### config.mk
export PLATFORM = sky130hd
export DESIGN_NAME = two_class_age_ordered_queue_unit
export DESIGN_NICKNAME = d
export VERILOG_FILES = /design/src/hdl/tcaoq_pkg.sv /design/src/hdl/two_class_age_ordered_queue_unit.sv /design/src/hdl/tcaoq_cell.sv /design/src/hdl/tcaoq_chain.sv
export SDC_FILE = /design/constraint.sdc
export NUM_CORES = 2
export LEC_CHECK = 0
export BUFFER_PORTS_ARGS = -buffer_cell sky130_fd_sc_hd__buf_2
export CORE_MARGIN = 2
export CORE_UTILIZATION = 60
export CTS_CLUSTER_DIAMETER = 40
export DETAILED_ROUTE_END_ITERATION = 10
export PLACE_DENSITY = 0.76
export SLEW_MARGIN = 20
export SYNTH_ARGS = -nofsm -noshare
export SYNTH_HDL_FRONTEND = slang
export SYNTH_SLANG_ARGS = --single-unit
### constraint.sdc
create_clock -name clk_i -period 14.95 [get_ports clk_i]
set_clock_uncertainty 0.15 [all_clocks]
set_input_delay 1.495 -clock clk_i [delete_from_list [all_inputs] [get_ports clk_i]]
set_output_delay 1.495 -clock clk_i [all_outputs]
set_load 0.02 [all_outputs]
### src/hdl/tcaoq_pkg.sv
// shared constants and types for the two-class age-ordered queue
package tcaoq_pkg;

  localparam int unsigned DEPTH         = 16;
  localparam int unsigned PAYLOAD_WIDTH = 32;
  localparam int unsigned STAMP_WIDTH   = 16;

  typedef enum logic [1:0] {
    CMD_ENQ    = 2'd0,
    CMD_DEQ0   = 2'd1,
    CMD_DEQ1   = 2'd2,
    CMD_OLDEST = 2'd3
  } cmd_e;

  typedef enum logic [1:0] {
    ST_OK    = 2'd0,
    ST_EMPTY = 2'd1,
    ST_FULL  = 2'd2
  } status_e;

  typedef struct packed {
    logic [PAYLOAD_WIDTH-1:0] payload;
    logic [STAMP_WIDTH-1:0]   stamp;
  } entry_t;

  typedef struct packed {
    logic enq;
    logic deq;
  } cell_ctrl_t;

  typedef struct packed {
    logic empty;
    logic full;
  } chain_stat_t;

endpackage

### src/hdl/two_class_age_ordered_queue_unit.sv
// top level: two class queues, oldest-first selection and result register
//
// channel   dir  tdata             tuser (low bit up)
// s_axis    in   payload[31:0]     cmd[1:0], item_class[2]
// m_axis    out  out_payload[31:0] status[1:0], out_class[2]
//
// every request is decoded and applied in the cycle it is accepted; its
// result appears in the output register on the next cycle
// sustained rate one request per cycle while m_axis_tready takes each result
// a stalled result holds the output register and blocks only new requests
// reset clears the cell valid bits, the arrival counter and the output valid
module two_class_age_ordered_queue_unit (
  input  logic        clk_i,
  input  logic        rst_ni,
  input  logic        s_axis_tvalid,
  output logic        s_axis_tready,
  input  logic [31:0] s_axis_tdata,   // payload[31:0]
  input  logic [2:0]  s_axis_tuser,   // cmd[1:0], item_class[2]
  output logic        m_axis_tvalid,
  input  logic        m_axis_tready,
  output logic [31:0] m_axis_tdata,   // out_payload[31:0]
  output logic [2:0]  m_axis_tuser    // status[1:0], out_class[2]
);

  tcaoq_pkg::cmd_e        cmd;
  logic                   in_class;
  logic                   fire;
  tcaoq_pkg::cell_ctrl_t  ctrl0, ctrl1;
  tcaoq_pkg::entry_t      head0, head1, new_entry;
  tcaoq_pkg::chain_stat_t stat0, stat1;
  logic [tcaoq_pkg::STAMP_WIDTH-1:0] stamp_q, stamp_d;
  logic [tcaoq_pkg::STAMP_WIDTH-1:0] age_diff;
  logic                   deq_req, deq_cls, deq_ok, enq_ok, enq_full;

  logic                   out_valid_q, out_valid_d;
  tcaoq_pkg::status_e     status_q, status_d;
  logic                   out_class_q, out_class_d;
  logic [31:0]            out_payload_q, out_payload_d;

  assign cmd       = tcaoq_pkg::cmd_e'(s_axis_tuser[1:0]);
  assign in_class  = s_axis_tuser[2];
  assign s_axis_tready = !out_valid_q || m_axis_tready;
  assign fire      = s_axis_tvalid && s_axis_tready;

  assign new_entry.payload = s_axis_tdata;
  assign new_entry.stamp   = stamp_q;

  // negative wrap-aware difference means class 0 head is older
  assign age_diff = head0.stamp - head1.stamp;

  always_comb begin
    deq_req = 1'b1;
    deq_cls = 1'b0;
    unique case (cmd)
      tcaoq_pkg::CMD_ENQ:  deq_req = 1'b0;
      tcaoq_pkg::CMD_DEQ0: deq_cls = 1'b0;
      tcaoq_pkg::CMD_DEQ1: deq_cls = 1'b1;
      tcaoq_pkg::CMD_OLDEST: begin
        priority if (stat0.empty) begin
          deq_cls = 1'b1;
        end else if (stat1.empty) begin
          deq_cls = 1'b0;
        end else begin
          deq_cls = !age_diff[tcaoq_pkg::STAMP_WIDTH-1];
        end
      end
      default: deq_req = 1'b0;
    endcase
  end

  assign deq_ok   = deq_req && !(deq_cls ? stat1.empty : stat0.empty);
  assign enq_full = in_class ? stat1.full : stat0.full;
  assign enq_ok   = !deq_req && !enq_full;

  assign ctrl0.enq = fire && enq_ok && !in_class;
  assign ctrl1.enq = fire && enq_ok && in_class;
  assign ctrl0.deq = fire && deq_ok && !deq_cls;
  assign ctrl1.deq = fire && deq_ok && deq_cls;

  tcaoq_chain u_chain0 (
    .clk_i   (clk_i),
    .rst_ni  (rst_ni),
    .ctrl_i  (ctrl0),
    .entry_i (new_entry),
    .head_o  (head0),
    .stat_o  (stat0)
  );

  tcaoq_chain u_chain1 (
    .clk_i   (clk_i),
    .rst_ni  (rst_ni),
    .ctrl_i  (ctrl1),
    .entry_i (new_entry),
    .head_o  (head1),
    .stat_o  (stat1)
  );

  assign stamp_d = (ctrl0.enq || ctrl1.enq) ? stamp_q + 1'b1 : stamp_q;

  always_comb begin
    out_valid_d   = out_valid_q;
    status_d      = status_q;
    out_class_d   = out_class_q;
    out_payload_d = out_payload_q;
    if (m_axis_tready) begin
      out_valid_d = 1'b0;
    end
    if (fire) begin
      out_valid_d   = 1'b1;
      out_class_d   = 1'b0;
      out_payload_d = '0;
      priority if (!deq_req) begin
        status_d = enq_full ? tcaoq_pkg::ST_FULL : tcaoq_pkg::ST_OK;
      end else if (deq_ok) begin
        status_d      = tcaoq_pkg::ST_OK;
        out_class_d   = deq_cls;
        out_payload_d = deq_cls ? head1.payload : head0.payload;
      end else begin
        status_d = tcaoq_pkg::ST_EMPTY;
      end
    end
  end

  always_ff @(posedge clk_i or negedge rst_ni) begin
    if (!rst_ni) begin
      out_valid_q <= 1'b0;
      stamp_q     <= '0;
    end else begin
      out_valid_q <= out_valid_d;
      stamp_q     <= stamp_d;
    end
  end

  always_ff @(posedge clk_i) begin
    status_q      <= status_d;
    out_class_q   <= out_class_d;
    out_payload_q <= out_payload_d;
  end

  assign m_axis_tvalid = out_valid_q;
  assign m_axis_tdata  = out_payload_q;
  assign m_axis_tuser  = {out_class_q, status_q};

  a_chain0_sane: assert property (@(posedge clk_i) disable iff (!rst_ni)
    !(stat0.empty && stat0.full)) else $error("class 0 chain empty and full");

  a_chain1_sane: assert property (@(posedge clk_i) disable iff (!rst_ni)
    !(stat1.empty && stat1.full)) else $error("class 1 chain empty and full");

  a_stamp_step: assert property (@(posedge clk_i) disable iff (!rst_ni)
    (ctrl0.enq || ctrl1.enq) |=> stamp_q == $past(stamp_q) + 1'b1)
    else $error("arrival counter did not advance on enqueue");

  a_empty_zero: assert property (@(posedge clk_i) disable iff (!rst_ni)
    (out_valid_q && status_q != tcaoq_pkg::ST_OK) |->
      (out_payload_q == '0 && !out_class_q))
    else $error("non-ok result carries data");

endmodule

### src/hdl/tcaoq_cell.sv
// one storage cell of a queue chain: holds an entry, shifts towards the head
module tcaoq_cell (
  input  logic                clk_i,
  input  logic                rst_ni,
  input  tcaoq_pkg::cell_ctrl_t ctrl_i,
  input  logic                prev_valid_i,
  input  logic                next_valid_i,
  input  tcaoq_pkg::entry_t   next_entry_i,
  input  tcaoq_pkg::entry_t   entry_i,
  output logic                valid_o,
  output tcaoq_pkg::entry_t   entry_o
);

  logic              valid_q, valid_d;
  tcaoq_pkg::entry_t entry_q, entry_d;
  logic              take_new;

  // the first free cell (cell 0, or one behind an occupied cell) takes the incoming entry
  assign take_new = ctrl_i.enq && !valid_q && prev_valid_i;

  always_comb begin
    valid_d = valid_q;
    entry_d = entry_q;
    if (ctrl_i.deq) begin
      valid_d = next_valid_i;
      entry_d = next_entry_i;
    end else if (take_new) begin
      valid_d = 1'b1;
      entry_d = entry_i;
    end
  end

  always_ff @(posedge clk_i or negedge rst_ni) begin
    if (!rst_ni) begin
      valid_q <= 1'b0;
    end else begin
      valid_q <= valid_d;
    end
  end

  always_ff @(posedge clk_i) begin
    entry_q <= entry_d;
  end

  assign valid_o = valid_q;
  assign entry_o = entry_q;

endmodule

### src/hdl/tcaoq_chain.sv
// one class queue as a row of cells, head always in the first cell
module tcaoq_chain (
  input  logic                   clk_i,
  input  logic                   rst_ni,
  input  tcaoq_pkg::cell_ctrl_t  ctrl_i,
  input  tcaoq_pkg::entry_t      entry_i,
  output tcaoq_pkg::entry_t      head_o,
  output tcaoq_pkg::chain_stat_t stat_o
);

  logic              valid [tcaoq_pkg::DEPTH];
  tcaoq_pkg::entry_t entry [tcaoq_pkg::DEPTH];

  for (genvar i = 0; i < tcaoq_pkg::DEPTH; i++) begin : g_cell
    logic              prev_valid;
    logic              next_valid;
    tcaoq_pkg::entry_t next_entry;

    if (i == 0) begin : g_first
      assign prev_valid = 1'b1;
    end else begin : g_mid
      assign prev_valid = valid[i-1];
    end

    if (i == tcaoq_pkg::DEPTH - 1) begin : g_last
      assign next_valid = 1'b0;
      assign next_entry = entry[i];
    end else begin : g_inner
      assign next_valid = valid[i+1];
      assign next_entry = entry[i+1];
    end

    tcaoq_cell u_cell (
      .clk_i        (clk_i),
      .rst_ni       (rst_ni),
      .ctrl_i       (ctrl_i),
      .prev_valid_i (prev_valid),
      .next_valid_i (next_valid),
      .next_entry_i (next_entry),
      .entry_i      (entry_i),
      .valid_o      (valid[i]),
      .entry_o      (entry[i])
    );
  end

  assign head_o       = entry[0];
  assign stat_o.empty = !valid[0];
  assign stat_o.full  = valid[tcaoq_pkg::DEPTH-1];

endmodule
==> results.md <==
• post-detailed-placement half-perimeter wirelength: 64700 um
• worst path cell trace: buf_2 -> nand2b_1 -> and2_2 -> and3_1 -> inv_1 -> a211oi_4 -> buf_4 -> buf_12 -> buf_12 -> mux2_2
• peak ir drop on the vdd network: 0.129 mV
• vias in the first global route: 32.5k
• maximum capacitance violations: 0
• number of rows in the core area: 123
• final worst slack: 8.76 ns
• setup TNS: 0 ns
• instance count after placement with tap cells included: 4989
• total wire length after detailed routing: 131000 um
• post-cts sizing count: 0
• ratio of routed vias to standard cells: 6.02
• adder-cell share of the synthesized area: 0.275%
• area share of the leading cell type in the synthesized netlist: 69.2%
• number of non-filler instances in the completed layout: 5343
• kind of capture point of the worst setup path: flip-flop
• final standard cell utilization of the core: 67.8%
• DR DRC count: 0
• placed cell areas: 0.0698 mm^2
• cells after synthesis: 3681
• number of buffers inserted during clock tree synthesis: 189
• number of unique standard cell types used by synthesis: 43
• Post-synth EDFFs: 1571
• Crit Path Max Fanout: 182
• Die Width: 341 um
• cell type with the largest total area after synthesis: edfxtp_1
• first-pass detailed-route iteration total: 5
• count of state elements after synthesis: 1620
• hold violation count in the final report: 0
• antenna violations before repair: 8
• HP Class: flip-flop to flip-flop
• count of nets left with antenna violations after detail routing: 0
• Total Die Area: 0.116 mm^2
• combined area of all synthesized cells: 0.0681 mm^2
• Post-Syn Nets: 3735
• H-Tree Depth: 4
• Clock Sinks: 1620
• most used standard cells in the synthesized netlist: edfxtp_1, mux2_2, clkbuf_1, buf_2, nand2_1
• slew of the pin with the lowest slew margin: 1.29 ns
• unrepaired setup endpoints after global routing: false
• number of warnings printed during yosys synthesis: 0
• critical path type: primary input to flip-flop
• CTS clk-pin slew, worst paths: 0.06 ns
• most numerous cell in the Yosys netlist: edfxtp_1
• Max stage delay cell, worst path: and2_2
• final design instance area without fill: 0.0763 mm^2
• grt total ovfl: 0
• cell seen most often among critical-path stages: buf_12
• Syn-to-layout area delta: 12.0%
• final period utilization: 41.4%
• cell chosen for the clock root: clkbuf_16
• share of async-settable or async-resettable flops after synthesis: 3.02%
• count of port buffers added during placement: 75
• fraction of final layout cells sized beyond drive strength 1: 50.0%
• Total Nets Final: 3737
• total routing resource utilization after global routing: 22.6%
• worst skew pair latency: 0.78 ns
• post-route minimum period: 6.19 ns
• basic-gate share of the synthesized area counting and, or, nand and nor cells: 0.902%
• power density normalized to cell area: 156 mW/mm^2
• Setup violations, final: 0
• Crit path required time: 15.32 ns
• initial core utilization: 60.6%
• static power due to leakage: 25.0 nW
• status: finished, final reports clean
• Core Box Area: 0.112 mm^2
• fraction of synthesized area in multiplexers: 23.8%
• overall power after layout: 11.9 mW
• kind of start point of the critical path: primary input
• Most used DFF post-synth: edfxtp_1
• worst setup slack after placement: 8.08 ns
• maximum number of pins on one net before global-route repair: 195
• Compound-Gate Fraction of Synth Area: 1.39%
• hold_ws: 0.323 ns
• number of primary I/O pins: 76
• syn_area_per_cell: 18.5 um^2
• Iteration-0 DRC Markers: 3296
• Post-Synth XOR/XNOR Area: 0.231%
• combinational family with the most area after synthesis: multiplexers
• Longest Clk Path Bufs: 3
• total setup buffers inserted after CTS: 0
• count of pins over their slew limit: 0
• CTS tree: done
• Worst Path Arrival: 6.56 ns
• part of the Yosys area used for sequential elements: 71.0%
• main area contributors after synthesis: edfxtp_1, mux2_2, dfrtp_1
• wire length of the first global-routing pass: 199000 um
• last weighted congestion value of the routability-driven placer: 0.747
• Vias: 32.2k
• WL/cell: 24.6 um
• crit-path max cell delay: 0.91 ns
• hold-fix buffer count after cts: 0
• die boundary height: 341 um
• FMAX: 162 MHz
• Slew headroom: 13.7%
## layout make-up
class                      instances  area, um^2
multi-input combinational       1716       18600
clock buffer                     213        4860
fill                            7213       36200
antenna                            1        2.50
tap                             1500        1880
clock inverter                   137        1570
sequential                      1620       48400
inverter                          21        78.8
timing repair buffer             135         953
## report_power, final
part | internal, mW | switching (mW)
Combinational | 0.637 | 0.846
Clock | 2.82 | 1.86
Sequential | 5.59 | 0.188
Total | 9.05 | 2.89
## state kept, by name (all words and copies together) (netlist names)
signal,count
u_chain0.g_cell.u_cell.valid_o,16
status_q,2
stamp_q,16
u_chain1.g_cell.u_cell.valid_o,16
u_chain0.g_cell.u_cell.entry_o,768
u_chain1.g_cell.u_cell.entry_o,768
m_axis_tvalid,1
m_axis_tdata,32
out_class_q,1
## worst max-delay path, delay by kind of cell
family                 cells  cell delay [ns]
multiplexers               1             0.42
AO/OA/AOI/OAI              1             0.27
AND/OR/NAND/NOR            3             1.75
buffers and inverters      5             2.30
## placed cells by master (no fill, tap or decap), types with 27 or more instances in the layout
| master | synthesis | routed |
|---|---|---|
| a22o_1 | 32 | 32 |
| buf_4 | 42 | 51 |
| mux2_2 | 1403 | 1403 |
| edfxtp_1 | 1571 | 1571 |
| dfrtp_1 | 49 | 42 |
| o21ai_4 | 0 | 30 |
| buf_2 | 115 | 75 |
| nand2_1 | 54 | 54 |
| o221a_2 | 27 | 27 |
| clkinv_2 | 0 | 28 |
| mux2_1 | 39 | 39 |
| clkbuf_16 | 0 | 191 |
## path summary, 6_finish.rpt
check,endpoint,slack [ns],depth (start not counted),startpoint
setup / recovery,u_chain0.g_cell[10].u_cell.entry_o[21],8.76,10,m_axis_tready
hold / removal,stamp_q[15],0.32,1,stamp_q[15]
setup reg to reg,u_chain0.g_cell[10].u_cell.entry_o[21],9.22,9,m_axis_tvalid
hold reg to reg,stamp_q[15],0.32,1,stamp_q[15]
max in group asynchronous,stamp_q[9],13.38,2,rst_ni
min in group asynchronous,m_axis_tvalid,0.71,2,rst_ni
## kinds of logic (layout without fill, tap and decap cells)
family / after synthesis / in the layout
AO/OA/AOI/OAI: 116 / 116
XOR/XNOR: 18 / 18
adder cells (fa/ha/maj): 15 / 15
buffers and inverters: 345 / 506
flip-flops: 1620 / 1620
multiplexers: 1442 / 1442
other: 0 / 1
AND/OR/NAND/NOR: 125 / 125
## routing by layer
layer | vias to the layer above | wire [um] | track usage (%)
met5 | - | 22 | 0
met4 | 4 | 2510 | 6.30
met3 | 193 | 7280 | 4.04
met2 | 828 | 61500 | 35.5
met1 | 16700 | 59900 | 32.9
li1 | 14500 | - | -
Note: power is estimated with default switching activity, not from simulation.
